`config.mk`:
```
export PLATFORM = sky130hd
export DESIGN_NAME = line_follower_route_controller_top_flat
export DESIGN_NICKNAME = d
export VERILOG_FILES = /design/src/lfrc_pkg.sv /design/src/lfrc_if.sv /design/src/line_follower_route_controller_top.sv /design/src/flat_wrapper.sv
export SDC_FILE = /design/constraint.sdc
export NUM_CORES = 1
export LEC_CHECK = 0
export ABC_AREA = 1
export BUFFER_PORTS_ARGS = -buffer_cell sky130_fd_sc_hd__buf_2
export CELL_PAD_IN_SITES_DETAIL_PLACEMENT = 1
export CELL_PAD_IN_SITES_GLOBAL_PLACEMENT = 1
export CORE_MARGIN = 2
export CORE_UTILIZATION = 52
export CTS_BUF_LIST = sky130_fd_sc_hd__clkbuf_4 sky130_fd_sc_hd__clkbuf_8 sky130_fd_sc_hd__clkbuf_16
export DETAILED_ROUTE_END_ITERATION = 8
export PLACE_DENSITY = 0.95
export SLEW_MARGIN = 20
export SYNTH_ARGS = -nofsm -noshare
export SYNTH_HDL_FRONTEND = slang
export SYNTH_SLANG_ARGS = --single-unit
```
`constraint.sdc`:
```
create_clock -name clk -period 9.5 [get_ports clk]
set_input_delay 1.9 -clock clk [delete_from_list [all_inputs] [get_ports clk]]
set_output_delay 1.9 -clock clk [all_outputs]
set_load 0.1 [all_outputs]
```
`src/lfrc_pkg.sv`:
```
// ----------------------------------------------------------------------------
// lfrc_pkg
// Shared types, widths and constants of the line follower route controller.
// ----------------------------------------------------------------------------
package lfrc_pkg;

  localparam int SENSOR_COUNT = 5;
  localparam int ROUTE_STEPS  = 16;
  localparam int ROUTE_IDX_W  = $clog2(ROUTE_STEPS);

  localparam int KP_W     = 7;
  localparam int BASE_W   = 8;
  localparam int ROUTE_W  = 32;
  localparam int TICKS_W  = 12;
  localparam int PWM_W    = 8;
  localparam int COUNT_W  = 3;
  localparam int SUM_W    = 5;
  localparam int SUMMAG_W = 3;

  localparam int CFG_IDX_W  = 3;
  localparam int CFG_DATA_W = 32;

  // shared restoring divider: 14-bit dividend, 5-bit divisor
  localparam int DIV_W     = 14;
  localparam int DEN_W     = 5;
  localparam int DIV_CNT_W = $clog2(DIV_W);
  localparam int CORR_W    = 9;
  localparam int VEL_W     = 11;
  localparam int VMAG_W    = 10;

  // constant scaling: floor(y/d) = (y * ceil(2^19/d)) >> 19, exact for any 14-bit y
  localparam int RECIP_W     = 17;
  localparam int RECIP_SHIFT = 19;
  localparam int SCALE_W     = DIV_W + RECIP_W - RECIP_SHIFT;

  localparam logic [KP_W-1:0]    KP_RESET       = 7'd25;
  localparam logic [BASE_W-1:0]  BASE_RESET     = 8'd50;
  localparam logic [ROUTE_W-1:0] ROUTE_RESET    = 32'h4746_4746;
  localparam logic [TICKS_W-1:0] STRAIGHT_RESET = 12'd1300;
  localparam logic [TICKS_W-1:0] TURN_RESET     = 12'd1000;

  localparam logic [COUNT_W-1:0] LINE_MIN = 3'd3;
  localparam logic [PWM_W-1:0]   PWM_MAX  = 8'd255;

  // left scale 1.1 = 11/10, right turn 1.2*1.1 = 33/25, fast side 1.2 = 6/5
  localparam logic [DIV_W-1:0] LEFT_GAIN_NUM = 14'd11;
  localparam logic [DEN_W-1:0] LEFT_GAIN_DEN = 5'd10;
  localparam logic [DIV_W-1:0] TURN_GAIN_NUM = 14'd33;
  localparam logic [DEN_W-1:0] TURN_GAIN_DEN = 5'd25;
  localparam logic [DIV_W-1:0] FAST_GAIN_NUM = 14'd6;
  localparam logic [DEN_W-1:0] FAST_GAIN_DEN = 5'd5;

  localparam logic [RECIP_W-1:0] LEFT_GAIN_RECIP = 17'd52429;
  localparam logic [RECIP_W-1:0] TURN_GAIN_RECIP = 17'd20972;
  localparam logic [RECIP_W-1:0] FAST_GAIN_RECIP = 17'd104858;

  localparam logic signed [3:0] LINE_WEIGHT [SENSOR_COUNT] = '{4'sd5, 4'sd2, 4'sd0,
                                                                -4'sd2, -4'sd5};

  typedef enum logic [CFG_IDX_W-1:0] {
    CFG_KP,
    CFG_BASE_SPEED,
    CFG_ROUTE,
    CFG_STRAIGHT_TICKS,
    CFG_TURN_TICKS
  } cfg_idx_t;

  typedef enum logic [1:0] {
    STEP_STRAIGHT,
    STEP_SPIN,
    STEP_RIGHT,
    STEP_LEFT
  } step_t;

  typedef enum logic [1:0] {
    PH_TRACK,
    PH_BLIND,
    PH_WAIT
  } phase_t;

  typedef enum logic [2:0] {
    ST_IDLE,
    ST_DIV_CORR,
    ST_CORR,
    ST_DIV_LEFT,
    ST_DIV_RIGHT,
    ST_OUT
  } seq_t;

  function automatic logic [PWM_W-1:0] sat_pwm(input logic [DIV_W-1:0] v);
    sat_pwm = (v > DIV_W'(PWM_MAX)) ? PWM_MAX : v[PWM_W-1:0];
  endfunction

endpackage

```
`src/lfrc_if.sv`:
```
// ----------------------------------------------------------------------------
// lfrc_if
// Valid/ready channels of the line follower route controller.
// ----------------------------------------------------------------------------
interface lfrc_in_if import lfrc_pkg::*; ();
  logic                    valid;
  logic                    ready;
  logic [SENSOR_COUNT-1:0] sensors;

  modport source (output valid, output sensors, input ready);
  modport sink   (input valid, input sensors, output ready);
endinterface

interface lfrc_out_if import lfrc_pkg::*; ();
  logic               valid;
  logic               ready;
  logic               left_reverse;
  logic [PWM_W-1:0]   left_pwm;
  logic               right_reverse;
  logic [PWM_W-1:0]   right_pwm;
  logic [COUNT_W-1:0] line_count;

  modport source (output valid, output left_reverse, output left_pwm,
                  output right_reverse, output right_pwm, output line_count,
                  input ready);
  modport sink   (input valid, input left_reverse, input left_pwm,
                  input right_reverse, input right_pwm, input line_count,
                  output ready);
endinterface

interface lfrc_cfg_if import lfrc_pkg::*; ();
  logic                  valid;
  logic                  ready;
  logic [CFG_IDX_W-1:0]  index;
  logic [CFG_DATA_W-1:0] data;

  modport source (output valid, output index, output data, input ready);
  modport sink   (input valid, input index, input data, output ready);
endinterface

```
`src/line_follower_route_controller_top.sv`:
```
// ----------------------------------------------------------------------------
// line_follower_route_controller_top
// Five-sensor proportional line follower with a programmable route.
// ----------------------------------------------------------------------------
// Each input transaction is one control tick carrying the raw sensor bits and
// yields exactly one motor command transaction. The error normalization by the
// line count runs through one shared restoring divider that retires one
// quotient bit per cycle; the fixed 1.1, 1.32 and 1.2 scalings are reciprocal
// multiplies. A lost line yields the stop command without any scaling, a
// route step drive takes one left scaling pass (a left turn adds a pass that
// scales its fast right side separately), and a tracking tick runs its steps
// (normalization, velocity forming, then left scaling). in_ch.ready is high
// only while the sequencer is idle; a finished command waits in the output
// register, so the next tick is taken while the previous command is still
// unclaimed, and the sequencer holds in its last cycle while that register is
// still occupied. Configuration writes are always accepted and must only
// arrive while the block is idle.
// ----------------------------------------------------------------------------
module line_follower_route_controller_top
  import lfrc_pkg::*;
(
  input  logic             clk,
  input  logic             rst_n,
  lfrc_in_if.sink          in_ch,
  lfrc_out_if.source       out_ch,
  lfrc_cfg_if.sink         cfg_ch
);

  // configuration
  logic [KP_W-1:0]    kp_r;
  logic [BASE_W-1:0]  base_r;
  logic [ROUTE_W-1:0] route_r;
  logic [TICKS_W-1:0] straight_r;
  logic [TICKS_W-1:0] turn_r;

  // route state
  phase_t                 phase_r, phase_nxt;
  logic [ROUTE_IDX_W-1:0] ridx_r, ridx_nxt;
  logic [TICKS_W-1:0]     ticks_r, ticks_nxt;
  step_t                  step_r, step_nxt;

  // sequencer and divider
  seq_t                 seq_r, seq_nxt;
  logic [DIV_W-1:0]     quo_r, quo_nxt;
  logic [DEN_W-1:0]     rem_r, rem_nxt;
  logic [DEN_W-1:0]     den_r, den_nxt;
  logic [DIV_CNT_W-1:0] dcnt_r, dcnt_nxt;
  logic                 neg_r, neg_nxt;
  logic                 rdiv_r, rdiv_nxt;

  // result under construction
  logic               lrev_r, lrev_nxt;
  logic [PWM_W-1:0]   lpwm_r, lpwm_nxt;
  logic               rrev_r, rrev_nxt;
  logic [PWM_W-1:0]   rpwm_r, rpwm_nxt;
  logic [COUNT_W-1:0] cnt_r, cnt_nxt;

  // output register
  logic               out_valid_r, out_valid_nxt;
  logic               out_lrev_r;
  logic [PWM_W-1:0]   out_lpwm_r;
  logic               out_rrev_r;
  logic [PWM_W-1:0]   out_rpwm_r;
  logic [COUNT_W-1:0] out_cnt_r;
  logic               out_load;

  // sensor analysis
  logic [COUNT_W-1:0]  line_cnt;
  logic signed [SUM_W-1:0] line_sum;
  logic [SUMMAG_W-1:0] sum_mag;
  logic                wait_bit;
  phase_t              ph_eff;

  // step drive
  logic [DIV_W-1:0]  st_lnum;
  logic [DEN_W-1:0]  st_lden;
  logic              st_lrev;
  logic [PWM_W-1:0]  st_rmag;

  // divider step
  logic [DEN_W:0]    trial;
  logic              div_ge;
  logic [DEN_W:0]    trial_sub;
  logic [DEN_W-1:0]  rem_step;
  logic [DIV_W-1:0]  quo_step;
  logic              div_last;

  // constant scaling
  logic [RECIP_W-1:0]       recip;
  logic [DIV_W+RECIP_W-1:0] scale_prod;
  logic [SCALE_W-1:0]       scale_quo;

  // tracking correction
  logic signed [VEL_W-1:0] base_s, corr_s, vl_s, vr_s, vl_abs, vr_abs;
  logic [VMAG_W-1:0]       vl_mag, vr_mag;

  // route bookkeeping
  step_t                route_step;
  logic [ROUTE_IDX_W:0] ridx_inc;
  logic [TICKS_W-1:0]   load_ticks;
  logic [TICKS_W-1:0]   ticks_dec;

  logic in_fire;

  assign in_fire      = in_ch.valid && in_ch.ready;
  assign in_ch.ready  = (seq_r == ST_IDLE);
  assign cfg_ch.ready = 1'b1;

  assign out_ch.valid         = out_valid_r;
  assign out_ch.left_reverse  = out_lrev_r;
  assign out_ch.left_pwm      = out_lpwm_r;
  assign out_ch.right_reverse = out_rrev_r;
  assign out_ch.right_pwm     = out_rpwm_r;
  assign out_ch.line_count    = out_cnt_r;

  // configuration registers
  always_ff @(posedge clk) begin
    if (!rst_n) begin
      kp_r       <= KP_RESET;
      base_r     <= BASE_RESET;
      route_r    <= ROUTE_RESET;
      straight_r <= STRAIGHT_RESET;
      turn_r     <= TURN_RESET;
    end else if (cfg_ch.valid && cfg_ch.ready) begin
      case (cfg_ch.index)
        CFG_KP:             kp_r       <= cfg_ch.data[KP_W-1:0];
        CFG_BASE_SPEED:     base_r     <= cfg_ch.data[BASE_W-1:0];
        CFG_ROUTE:          route_r    <= cfg_ch.data[ROUTE_W-1:0];
        CFG_STRAIGHT_TICKS: straight_r <= cfg_ch.data[TICKS_W-1:0];
        CFG_TURN_TICKS:     turn_r     <= cfg_ch.data[TICKS_W-1:0];
        default: ;
      endcase
    end
  end

  // count line sensors and form the weighted error
  always_comb begin
    line_cnt = '0;
    line_sum = '0;
    for (int i = 0; i < SENSOR_COUNT; i++) begin
      if (!in_ch.sensors[i]) begin
        line_cnt = line_cnt + COUNT_W'(1);
        line_sum = line_sum + SUM_W'(LINE_WEIGHT[i]);
      end
    end
    sum_mag = line_sum[SUM_W-1] ? SUMMAG_W'(-line_sum) : SUMMAG_W'(line_sum);
  end

  assign wait_bit = (step_r == STEP_RIGHT) ? in_ch.sensors[3] : in_ch.sensors[1];

  always_comb begin
    case (phase_r)
      PH_WAIT:  ph_eff = wait_bit ? PH_TRACK : PH_WAIT;
      PH_BLIND: ph_eff = PH_BLIND;
      default:  ph_eff = PH_TRACK;
    endcase
  end

  // drive of the active route step, left side before division
  always_comb begin
    case (step_r)
      STEP_STRAIGHT: begin
        st_lnum = DIV_W'(base_r) * LEFT_GAIN_NUM;
        st_lden = LEFT_GAIN_DEN;
        st_lrev = 1'b0;
        st_rmag = base_r;
      end
      STEP_SPIN: begin
        st_lnum = DIV_W'(base_r) * LEFT_GAIN_NUM;
        st_lden = LEFT_GAIN_DEN;
        st_lrev = 1'b1;
        st_rmag = base_r;
      end
      STEP_RIGHT: begin
        st_lnum = DIV_W'(base_r) * TURN_GAIN_NUM;
        st_lden = TURN_GAIN_DEN;
        st_lrev = 1'b0;
        st_rmag = base_r >> 1;
      end
      default: begin
        st_lnum = DIV_W'(base_r >> 1) * LEFT_GAIN_NUM;
        st_lden = LEFT_GAIN_DEN;
        st_lrev = 1'b0;
        st_rmag = '0;
      end
    endcase
  end

  // one restoring division step
  assign trial     = {rem_r, quo_r[DIV_W-1]};
  assign div_ge    = (trial >= {1'b0, den_r});
  assign trial_sub = trial - {1'b0, den_r};
  assign rem_step  = div_ge ? trial_sub[DEN_W-1:0] : trial[DEN_W-1:0];
  assign quo_step  = {quo_r[DIV_W-2:0], div_ge};
  assign div_last  = (dcnt_r == DIV_CNT_W'(DIV_W - 1));

  // divide the held value by a fixed scale denominator
  always_comb begin
    case (den_r)
      LEFT_GAIN_DEN: recip = LEFT_GAIN_RECIP;
      TURN_GAIN_DEN: recip = TURN_GAIN_RECIP;
      default:       recip = FAST_GAIN_RECIP;
    endcase
  end

  assign scale_prod = (DIV_W+RECIP_W)'(quo_r) * (DIV_W+RECIP_W)'(recip);
  assign scale_quo  = scale_prod[DIV_W+RECIP_W-1 -: SCALE_W];

  // tracking velocities from the normalized correction
  assign base_s = VEL_W'(base_r);
  assign corr_s = neg_r ? -VEL_W'(quo_r[CORR_W-1:0]) : VEL_W'(quo_r[CORR_W-1:0]);
  assign vl_s   = base_s + corr_s;
  assign vr_s   = base_s - corr_s;
  assign vl_abs = vl_s[VEL_W-1] ? -vl_s : vl_s;
  assign vr_abs = vr_s[VEL_W-1] ? -vr_s : vr_s;
  assign vl_mag = vl_abs[VMAG_W-1:0];
  assign vr_mag = vr_abs[VMAG_W-1:0];

  // next route step
  assign route_step = step_t'(route_r[{ridx_r, 1'b0} +: 2]);
  assign ridx_inc   = {1'b0, ridx_r} + (ROUTE_IDX_W+1)'(1);
  assign load_ticks = (route_step == STEP_STRAIGHT) ? straight_r : turn_r;
  assign ticks_dec  = (ticks_r != '0) ? ticks_r - TICKS_W'(1) : '0;

  assign out_load = (seq_r == ST_OUT) && (!out_valid_r || out_ch.ready);

  always_comb begin
    seq_nxt       = seq_r;
    phase_nxt     = phase_r;
    ridx_nxt      = ridx_r;
    ticks_nxt     = ticks_r;
    step_nxt      = step_r;
    quo_nxt       = quo_r;
    rem_nxt       = rem_r;
    den_nxt       = den_r;
    dcnt_nxt      = dcnt_r;
    neg_nxt       = neg_r;
    rdiv_nxt      = rdiv_r;
    lrev_nxt      = lrev_r;
    lpwm_nxt      = lpwm_r;
    rrev_nxt      = rrev_r;
    rpwm_nxt      = rpwm_r;
    cnt_nxt       = cnt_r;
    out_valid_nxt = out_valid_r;

    if (out_valid_r && out_ch.ready) begin
      out_valid_nxt = 1'b0;
    end

    case (seq_r)
      ST_IDLE: begin
        if (in_fire) begin
          cnt_nxt = line_cnt;
          case (ph_eff)
            PH_WAIT, PH_BLIND: begin
              if (ph_eff == PH_BLIND) begin
                ticks_nxt = ticks_dec;
                phase_nxt = PH_BLIND;
                if (ticks_dec == '0) begin
                  phase_nxt = (step_r == STEP_STRAIGHT) ? PH_TRACK : PH_WAIT;
                end
              end
              quo_nxt  = st_lnum;
              den_nxt  = st_lden;
              lrev_nxt = st_lrev;
              rrev_nxt = 1'b0;
              rpwm_nxt = st_rmag;
              rdiv_nxt = (step_r == STEP_LEFT);
              seq_nxt  = ST_DIV_LEFT;
            end
            default: begin
              phase_nxt = PH_TRACK;
              if (line_cnt >= LINE_MIN) begin
                quo_nxt  = DIV_W'(kp_r) * DIV_W'(sum_mag);
                den_nxt  = DEN_W'(line_cnt);
                rem_nxt  = '0;
                dcnt_nxt = '0;
                neg_nxt  = line_sum[SUM_W-1];
                seq_nxt  = ST_DIV_CORR;
              end else begin
                // line lost: stop for this tick, arm the next route step
                lrev_nxt  = 1'b0;
                lpwm_nxt  = '0;
                rrev_nxt  = 1'b0;
                rpwm_nxt  = '0;
                step_nxt  = route_step;
                ticks_nxt = load_ticks;
                ridx_nxt  = (ridx_inc >= (ROUTE_IDX_W+1)'(ROUTE_STEPS)) ?
                            '0 : ridx_inc[ROUTE_IDX_W-1:0];
                if (load_ticks != '0) begin
                  phase_nxt = PH_BLIND;
                end else begin
                  phase_nxt = (route_step == STEP_STRAIGHT) ? PH_TRACK : PH_WAIT;
                end
                seq_nxt = ST_OUT;
              end
            end
          endcase
        end
      end
      ST_DIV_CORR: begin
        quo_nxt  = quo_step;
        rem_nxt  = rem_step;
        dcnt_nxt = dcnt_r + DIV_CNT_W'(1);
        if (div_last) begin
          seq_nxt = ST_CORR;
        end
      end
      ST_CORR: begin
        lrev_nxt = vl_s[VEL_W-1];
        rrev_nxt = vr_s[VEL_W-1];
        rpwm_nxt = sat_pwm(DIV_W'(vr_mag));
        quo_nxt  = DIV_W'(vl_mag) * LEFT_GAIN_NUM;
        den_nxt  = LEFT_GAIN_DEN;
        rdiv_nxt = 1'b0;
        seq_nxt  = ST_DIV_LEFT;
      end
      ST_DIV_LEFT: begin
        lpwm_nxt = sat_pwm(DIV_W'(scale_quo));
        if (rdiv_r) begin
          // left turn: fast right side needs its own scaling pass
          quo_nxt = DIV_W'(base_r) * FAST_GAIN_NUM;
          den_nxt = FAST_GAIN_DEN;
          seq_nxt = ST_DIV_RIGHT;
        end else begin
          seq_nxt = ST_OUT;
        end
      end
      ST_DIV_RIGHT: begin
        rpwm_nxt = sat_pwm(DIV_W'(scale_quo));
        seq_nxt  = ST_OUT;
      end
      ST_OUT: begin
        if (out_load) begin
          out_valid_nxt = 1'b1;
          seq_nxt       = ST_IDLE;
        end
      end
      default: begin
        seq_nxt = ST_IDLE;
      end
    endcase
  end

  always_ff @(posedge clk) begin
    if (!rst_n) begin
      seq_r       <= ST_IDLE;
      phase_r     <= PH_TRACK;
      ridx_r      <= '0;
      ticks_r     <= '0;
      step_r      <= STEP_STRAIGHT;
      out_valid_r <= 1'b0;
    end else begin
      seq_r       <= seq_nxt;
      phase_r     <= phase_nxt;
      ridx_r      <= ridx_nxt;
      ticks_r     <= ticks_nxt;
      step_r      <= step_nxt;
      out_valid_r <= out_valid_nxt;
    end
  end

  always_ff @(posedge clk) begin
    quo_r  <= quo_nxt;
    rem_r  <= rem_nxt;
    den_r  <= den_nxt;
    dcnt_r <= dcnt_nxt;
    neg_r  <= neg_nxt;
    rdiv_r <= rdiv_nxt;
    lrev_r <= lrev_nxt;
    lpwm_r <= lpwm_nxt;
    rrev_r <= rrev_nxt;
    rpwm_r <= rpwm_nxt;
    cnt_r  <= cnt_nxt;
  end

  // hold the command until the sink takes it
  always_ff @(posedge clk) begin
    if (out_load) begin
      out_lrev_r <= lrev_r;
      out_lpwm_r <= lpwm_r;
      out_rrev_r <= rrev_r;
      out_rpwm_r <= rpwm_r;
      out_cnt_r  <= cnt_r;
    end
  end

endmodule

```
`src/flat_wrapper.sv`:
```
// flat-port wrapper written by rule: the top's interface ports become plain ports
module line_follower_route_controller_top_flat import lfrc_pkg::*;
  (clk, rst_n, in_ch_valid, in_ch_sensors, in_ch_ready, out_ch_valid, out_ch_left_reverse, out_ch_left_pwm, out_ch_right_reverse, out_ch_right_pwm, out_ch_line_count, out_ch_ready, cfg_ch_valid, cfg_ch_index, cfg_ch_data, cfg_ch_ready);
  lfrc_in_if in_ch_i ();
  lfrc_out_if out_ch_i ();
  lfrc_cfg_if cfg_ch_i ();
  input  logic clk;
  input  logic rst_n;
  input wire logic [$bits(in_ch_i.valid)-1:0] in_ch_valid;
  input wire logic [$bits(in_ch_i.sensors)-1:0] in_ch_sensors;
  output wire logic [$bits(in_ch_i.ready)-1:0] in_ch_ready;
  output wire logic [$bits(out_ch_i.valid)-1:0] out_ch_valid;
  output wire logic [$bits(out_ch_i.left_reverse)-1:0] out_ch_left_reverse;
  output wire logic [$bits(out_ch_i.left_pwm)-1:0] out_ch_left_pwm;
  output wire logic [$bits(out_ch_i.right_reverse)-1:0] out_ch_right_reverse;
  output wire logic [$bits(out_ch_i.right_pwm)-1:0] out_ch_right_pwm;
  output wire logic [$bits(out_ch_i.line_count)-1:0] out_ch_line_count;
  input wire logic [$bits(out_ch_i.ready)-1:0] out_ch_ready;
  input wire logic [$bits(cfg_ch_i.valid)-1:0] cfg_ch_valid;
  input wire logic [$bits(cfg_ch_i.index)-1:0] cfg_ch_index;
  input wire logic [$bits(cfg_ch_i.data)-1:0] cfg_ch_data;
  output wire logic [$bits(cfg_ch_i.ready)-1:0] cfg_ch_ready;
  assign in_ch_i.valid = in_ch_valid;
  assign in_ch_i.sensors = in_ch_sensors;
  assign in_ch_ready = in_ch_i.ready;
  assign out_ch_valid = out_ch_i.valid;
  assign out_ch_left_reverse = out_ch_i.left_reverse;
  assign out_ch_left_pwm = out_ch_i.left_pwm;
  assign out_ch_right_reverse = out_ch_i.right_reverse;
  assign out_ch_right_pwm = out_ch_i.right_pwm;
  assign out_ch_line_count = out_ch_i.line_count;
  assign out_ch_i.ready = out_ch_ready;
  assign cfg_ch_i.valid = cfg_ch_valid;
  assign cfg_ch_i.index = cfg_ch_index;
  assign cfg_ch_i.data = cfg_ch_data;
  assign cfg_ch_ready = cfg_ch_i.ready;
  line_follower_route_controller_top u_core (.clk(clk), .rst_n(rst_n), .in_ch(in_ch_i), .out_ch(out_ch_i), .cfg_ch(cfg_ch_i));
endmodule
```
==> metrics, run 1 <==
status=complete, no violations; DR vias/cell=6.198; Hold-fix buffers, CTS=0; async set-or-reset flop fraction in the synthesized netlist=0; Worst-Margin Slew=1.144 ns; DR iter-0 viols=1564; GRT Overall Usage=0.4038; Core Region=0.03652 mm2; Post-Synth Simple-Gate Area=0.1955; Final period util=0.8732; clk sinks=167; Final Critical Period=8.296 ns; Critical Path End Type=flop; WL per Instance=24.94 um; initial antenna violation count=7; Synth Register Bits=167; CTS tree=done; Die Y=196.3 um; relative slew slack=0.2372; count of flip-flops with a built-in enable after synthesis=72; fin. max-slew vios=0; worst hold path class=reg2reg; clock root buffer=clkbuf_16; Req. time, crit path=9.69 ns; Fmax=0.1205 GHz; antenna-violating nets left=0; global-route wire length before repair=117800 um; Clk Latency, worst-skew pair=0.46 ns; net count after synthesis=2950; clock skew=0.01219 ns; average size of a mapped cell=7.692 um2; I/O pins=69; DR DRC count=0; Post-Synth XOR/XNOR Area=0.02824; yosys warns=0; port buffer count=67; RSZ-0062 raised after global routing=false; number of global-route vias before repair=20790; Final #Nets=2987; Die ar.=0.03853 mm2; grt ovf=0; Arr. time, crit path=8.49 ns; Setup Crit Path Kind=reg2reg; Seq/Total Area, Yosys=0.2113; Critical Path Fanout Max=24; Cells after Synth=2500; chip width=196.3 um; mux contribution to synthesized area=0.0005856; first-pass iteration count of the detailed router=6; post-CTS sizing=0; Synth Area in Compound Gates=0.1186; post-synthesis adder-cell area fraction=0.3295; most common cell after layout, fill and taps aside=inv_1; Vias=18710; Startpoint Class=flop; CTS Buf Count=17; routability cong.=1.015; largest net degree at the start of global routing=89; # fillers=4587; library cells used by synthesis=59; row count=70; maximum clock path buffer count=2; post-CTS setup buffers=0; synthesized area=0.01923 mm2; Post-synth top flop=dfxtp_1; Initial Util=0.5265; setup total negative slack=0 ns; Max H-tree Level=4; Syn-to-layout area delta=6.910%; total wire length=75300 um; setup violators final=0; largest family of logic cells by synthesized area=adder cells; most frequent cells in the layout=inv_1 (501), nand2_1 (427), nor2_1 (240), ha_1 (236), fa_1 (169); layout cells sized above 1=0.06118; Reg clk slew, reported paths=0.08 ns; HPWL Detailed=55290 um; final hold violations=0; max cap viols=0
-- registers in the layout, indices dropped and copies added (netlist names), 2 cells and up --
| signal | cells |
|---|---|
| u_core.route_r | 32 |
| u_core.quo_r | 14 |
| u_core.straight_r | 12 |
| u_core.ticks_r | 12 |
| u_core.turn_r | 12 |
| u_core.base_r | 8 |
| u_core.lpwm_r | 8 |
| u_core.out_ch.left_pwm | 8 |
| u_core.out_ch.right_pwm | 8 |
| u_core.rpwm_r | 8 |
| u_core.kp_r | 7 |
| u_core.den_r | 5 |
| u_core.rem_r | 5 |
| u_core.dcnt_r | 4 |
| u_core.ridx_r | 4 |
| u_core.cnt_r | 3 |
| u_core.out_ch.line_count | 3 |
| u_core.seq_r | 3 |
| u_core.phase_r | 2 |
| u_core.step_r | 2 |
-- worst paths after layout --
path | from | slack, ns | to | cells past startpoint
min reg2reg | u_core.rpwm_r[4] | 0.42 | u_core.out_ch.right_pwm[4] | 0
max reg2reg | u_core.den_r[2] | 1.20 | u_core.rpwm_r[5] | 26
max | u_core.den_r[2] | 1.20 | u_core.rpwm_r[5] | 26
min | u_core.rpwm_r[4] | 0.42 | u_core.out_ch.right_pwm[4] | 0
-- layer usage --
| layer | vias up | global-route usage | part of all wire | wire [um] |
|---|---|---|---|---|
| met5 | - | 0 | 0.00068 | 51 |
| met4 | 8 | 0.3488 | 0.10 | 7603 |
| met3 | 501 | 0.1145 | 0.081 | 6129 |
| met2 | 1019 | 0.6781 | 0.47 | 35500 |
| met1 | 9103 | 0.4155 | 0.35 | 26020 |
| li1 | 8080 | - | - | - |
-- synth_stat cells (22+ instances only) --
| master | instances | share of area |
|---|---|---|
| o211ai_1 | 24 | 0.0094 |
| o21ai_0 | 147 | 0.038 |
| clkbuf_1 | 43 | 0.0084 |
| xor2_1 | 37 | 0.017 |
| fa_1 | 169 | 0.18 |
| nor2_1 | 240 | 0.047 |
| nand4_1 | 22 | 0.0072 |
| a21oi_1 | 145 | 0.038 |
| nand3_1 | 117 | 0.030 |
| ha_1 | 236 | 0.15 |
| edfxtp_1 | 72 | 0.11 |
| inv_1 | 501 | 0.098 |
| xnor2_1 | 25 | 0.011 |
| nand2_1 | 427 | 0.083 |
| dfxtp_1 | 95 | 0.099 |
| nor3_1 | 26 | 0.0068 |
-- layout make-up --
class	count	area, um2	area share
diodes	1	2.502	0.0001217
clock inverters	15	180.2	0.008764
multi-input cells	1758	12940	0.6297
well taps	468	585.6	0.02848
flip-flops and latches	167	4064	0.1977
clock buffers	17	425.4	0.02069
repair buffers	78	417.9	0.02033
inverters	515	1938	0.09427
-- cells by family (layout without fill, tap and decap cells) --
| kind of cell | Yosys count | count (layout) |
|---|---|---|
| other | 1 | 2 |
| muxes | 1 | 1 |
| xor gates and xnor gates | 62 | 62 |
| DFF | 167 | 167 |
| buffers and inverters | 575 | 625 |
| AOI/OAI and AO/OA | 405 | 405 |
| and+or+nand+nor | 884 | 884 |
| adders and majority gates | 405 | 405 |
-- critical path, stage by stage, from the launching register on --
cell,delay (ns)
edfxtp_1,0.43
nor2_1,0.21
nand3_1,0.19
nand2_1,0.12
nand2_1,0.19
inv_1,0.73
nand2_1,0.40
inv_1,0.18
fa_1,0.41
inv_1,0.09
fa_1,0.47
fa_1,0.50
fa_1,0.48
inv_1,0.15
fa_1,0.49
ha_1,0.35
ha_1,0.37
a21oi_1,0.26
o21ai_0,0.20
a211oi_1,0.39
nand3_1,0.12
nand2_1,0.08
nand2_1,0.05
nor2_1,0.59
nand3_1,0.30
nand2_1,0.15
nand3b_1,0.12
-- per-stage QoR --
stage          std cells  hold slack, ns    util  worst slack, ns  area (um2)
2_1_floorplan       2500          0.4003       -            3.139       19230
3_3_place_gp        2986          0.4014  0.5462            2.303       19950
3_5_place_dp        2986          0.4056  0.5462            1.678       19950
4_1_cts             3018          0.4180  0.5628            1.482       20560
5_1_grt             3019          0.4401  0.5629           0.8465       20560
6_report            3019          0.4204  0.5629            1.204       20560
Power of run 1 is left out: the tool's default activity adds up to more than one toggle a clock period on the data nets, which glitch-free logic cannot reach.
==> run 2, diff against run 1 <==
CORE_UTILIZATION = 48   (was 52)
PLACE_DENSITY = 0.89   (was 0.95)
clock period = 9.4 ns   (was 9.5 ns; I/O delays follow)
==> run 2 against run 1 <==
Compared with the run above:
- utilization is 4.2 points lower
- maximum frequency is 5.9% higher
- die area up 8.2%
- clock skew is essentially flat
- first-iteration DRC count fell by 36%
- design area rose by 0.47%
- critical path type unchanged
- largest cell class unchanged
- highest routed layer unchanged
==> metrics, run 2 (same netlist as run 1, synthesis figures left out) <==
most common cell after layout, fill and taps aside=inv_1; worst reg2reg path depth=25; DR vias/cell=5.685; setup total negative slack=0 ns; Die Y=204.2 um; status=complete, no violations; largest net degree at the start of global routing=89; clk sinks=167; first-pass iteration count of the detailed router=8; relative slew slack=0.3577; Critical-path top delay cell=inv_1; Largest register FFs=32; row count=73; Final period util=0.8334; clock skew=0.01259 ns; routability cong.=0.9349; final hold violations=0; Crit. path cell count=25; post-CTS setup buffers=0; Fmax=0.1276 GHz; Critical Path End Type=flop; Worst-Margin Slew=0.9623 ns; R2R Path End=u_core.rpwm_r[2]; Top reg by flops=u_core.route_r; grt ovf=0; setup violators final=0; WL per Instance=20.78 um; CP peak stage delay=0.66 ns; DR DRC count=0; Req. time, crit path=9.58 ns; Initial Util=0.4851; layout cells sized above 1=0.06306; CTS tree=done; Arr. time, crit path=8.01 ns; Reg clk slew, reported paths=0.08 ns; cell family with most CP delay=adder cells; Reg2Reg Setup Slack=1.57 ns; CP dominant cell by count=nand2_1; Die ar.=0.04168 mm2; fin. max-slew vios=0; I/O pins=69; maximum clock path buffer count=2; Vias=17500; HPWL Detailed=51820 um; Hold-fix buffers, CTS=0; Worst Setup SP=u_core.den_r[2]; most frequent cells in the layout=inv_1 (501), nand2_1 (427), nor2_1 (240), ha_1 (236), fa_1 (169); total wire length=63970 um; RSZ-0062 raised after global routing=false; initial antenna violation count=5; clock root buffer=clkbuf_16; post-CTS sizing=0; chip width=204.2 um; DR iter-0 viols=1004; Syn-to-layout area delta=7.418%; max cap viols=0; Final Critical Period=7.834 ns; Final #Nets=2990; Max H-tree Level=4; global-route wire length before repair=102400 um; number of global-route vias before repair=19190; CTS Buf Count=17; Core Region=0.03964 mm2; Clk Latency, worst-skew pair=0.45 ns; Critical Path Fanout Max=24; Worst setup endpoint=u_core.rpwm_r[2]; Critical R2R Launch=u_core.den_r[2]; port buffer count=67; Top Registers=u_core.route_r: 32 flops, u_core.quo_r: 14 flops; Startpoint Class=flop; critical path buffer and inverter count=4; antenna-violating nets left=0; Setup Crit Path Kind=reg2reg; GRT Overall Usage=0.3161; # fillers=5035; worst hold path class=reg2reg
-- run 2: metal layers --
layer  part of all wire  track usage
met5            0.00039            0
met3              0.051      0.04576
met1               0.38       0.3593
met4              0.053       0.1524
met2               0.51       0.5786
-- run 2: layout make-up --
class,instances,area [um2],share of cell area
Antenna cell,1,2.502,0.0001211
Clock buffer,18,450.4,0.02181
Clock inverter,14,155.1,0.007511
Inverter,515,1938,0.09383
Multi-Input combinational cell,1758,12950,0.6269
Sequential cell,167,4064,0.1967
Tap cell,525,656.9,0.03180
Timing Repair Buffer,81,440.4,0.02132
-- run 2: metrics by stage --
| stage | hold WS [ns] | worst slack (ns) | cells | instance area (um2) | util |
|---|---|---|---|---|---|
| 6_report | 0.4267 | 1.566 | 3079 | 20660 | 0.5211 |
| 2_1_floorplan | 0.4003 | 3.039 | 2500 | 19230 | - |
| 3_5_place_dp | 0.4057 | 1.856 | 3046 | 20040 | 0.5057 |
| 5_1_grt | 0.4300 | 1.063 | 3078 | 20650 | 0.5210 |
| 3_3_place_gp | 0.4016 | 2.107 | 3046 | 20040 | 0.5057 |
| 4_1_cts | 0.4265 | 1.656 | 3078 | 20650 | 0.5209 |
-- run 2: worst min-delay path by stage --
stage / start / to / slack, ns / depth (start not counted)
6_report: u_core.rpwm_r[5] / u_core.out_ch.right_pwm[5] / 0.43 / 0
2_1_floorplan: u_core.lpwm_r[0] / u_core.out_ch.left_pwm[0] / 0.40 / 0
4_1_cts: u_core.rpwm_r[5] / u_core.out_ch.right_pwm[5] / 0.43 / 0
3_5_place_dp: u_core.rrev_r / u_core.out_ch.right_reverse / 0.41 / 0
5_1_grt: u_core.rpwm_r[5] / u_core.out_ch.right_pwm[5] / 0.43 / 0
3_3_place_gp: u_core.lpwm_r[0] / u_core.out_ch.left_pwm[0] / 0.40 / 0
-- run 2: worst reg2reg max path, delay by kind of cell (launching register included) --
kind          cells  cell delay (ns)
flops             1             0.42
buf+inv           4             0.85
simple gates     14             2.94
fa+ha+maj         7             3.36
Power of run 2 is left out for the same reason.
==> run 3, diff against run 2 <==
clock period = 7.65 ns   (was 9.4 ns; I/O delays follow)
==> run 3 against run 2 <==
Compared with the run above:
- design area increased by 0.28%
- global-route usage decreased by 0.42 points
- count of clock-buffer cells in the layout decreased by 1
- setup slack got worse by 1.2 ns
- die area unchanged
- flip-flop and latch count unchanged
- clock skew decreased by 0.0010 ns
- worst hold slack got worse by 0.0044 ns
- maximum frequency increased by 7.4%
- via count decreased by 1.2%
==> metrics, run 3 (same netlist as run 1, synthesis figures left out) <==
status=complete, no violations; cell family with most CP delay=adder cells; largest net degree at the start of global routing=89; Critical Path End Type=flop; maximum clock path buffer count=2; worst hold path class=reg2reg; Arr. time, crit path=7.48 ns; HPWL Detailed=52520 um; Max H-tree Level=4; Reg clk slew, reported paths=0.07 ns; Reg area=0.004064 mm2; # fillers=5025; Vias=17300; final hold violations=0; Top reg by flops=u_core.route_r; CTS tree=done; most frequent cells in the layout=inv_1 (501), nand2_1 (427), nor2_1 (238), ha_1 (236), fa_1 (169); most common cell after layout, fill and taps aside=inv_1; Syn-to-layout area delta=7.717%; Final #Nets=2996; RSZ-0062 raised after global routing=true; Clk Latency, worst-skew pair=0.46 ns; Setup Crit Path Kind=reg2reg; relative slew slack=0.2549; routability cong.=1.037; port buffer count=67; area of the multi-input gates=0.01296 mm2; chip width=204.2 um; initial antenna violation count=3; Placed Area=0.02009 mm2; row count=73; Fmax=0.1371 GHz; setup violators final=0; Die ar.=0.04168 mm2; Die Y=204.2 um; WL per Instance=20.48 um; grt ovf=0; Final Critical Period=7.295 ns; clock root buffer=clkbuf_16; antenna-violating nets left=0; Critical-path top delay cell=fa_1; Top Registers=u_core.route_r: 32 flops, u_core.quo_r: 14 flops; CP peak stage delay=0.55 ns; Final period util=0.9537; GRT Overall Usage=0.3119; DR iter-0 viols=941; Core Region=0.03964 mm2; CTS Buf Count=17; WHS=0.4223 ns; fin. max-slew vios=0; max cap viols=0; global-route wire length before repair=100900 um; post-CTS setup buffers=0; Reg2Reg Setup Slack=0.35 ns; first-pass iteration count of the detailed router=5; DR DRC count=0; setup total negative slack=0 ns; DR vias/cell=5.606; CP dominant cell by count=nand2_1; Hold-fix buffers, CTS=0; finished layout cell area=0.02071 mm2; layout cells sized above 1=0.06526; number of global-route vias before repair=19020; I/O pins=69; Largest register FFs=32; clk sinks=167; Startpoint Class=flop; critical path buffer and inverter count=7; clock skew=0.01157 ns; Critical Path Fanout Max=14; Initial Util=0.4851; Req. time, crit path=7.84 ns; total wire length=63180 um; Worst-Margin Slew=1.118 ns
==> run 3: cell count changes in the layout (fill, tap and decap cells not counted), moves of 2 or more <==
cell	change
a21oi_2	-2
buf_4	+6
clkinvlp_4	-2
clkinv_8	-2
nor2_1	-2
inv_6	+2
==> run 3: path summary, 6_finish.rpt <==
check	start	endpoint	depth (start not counted)
setup / recovery	u_core.den_r[1]	u_core.rpwm_r[6]	30
hold / removal	u_core.lpwm_r[5]	u_core.out_ch.left_pwm[5]	0
setup reg to reg	u_core.den_r[1]	u_core.rpwm_r[6]	30
hold reg to reg	u_core.lpwm_r[5]	u_core.out_ch.left_pwm[5]	0
==> run 3: layout make-up <==
type / count / area share
multi-input cells: 1758 / 0.6258
flip-flops and latches: 167 / 0.1962
inverters: 515 / 0.09357
well taps: 525 / 0.03171
repair buffers: 87 / 0.02344
clock buffers: 17 / 0.02054
clock inverters: 15 / 0.008638
diodes: 1 / 0.0001208
==> run 3: metal layers <==
layer,part of all wire,wire length [um],vias up,track usage
met5,0.00043,27,-,0
met4,0.045,2833,4,0.1444
met3,0.041,2585,144,0.04145
met2,0.53,33200,444,0.5845
met1,0.39,24540,8615,0.3479
li1,-,-,8089,-
==> run 3: metrics by stage <==
stage,cells,setup WS (ns),util
6_report,3085,0.3546,0.5225
5_1_grt,3084,-0.02838,0.5225
4_1_cts,3084,0.1955,0.5220
3_5_place_dp,3052,0.2885,0.5068
3_3_place_gp,3052,0.5011,0.5068
2_1_floorplan,2500,1.289,-
==> run 3: what timing repair did <==
item / in CTS / in global routing
gates resized for setup: 0 / 4
hold endpoints to repair: 0 / 0
setup endpoints to repair: 0 / 16
Power of run 3 is left out for the same reason.
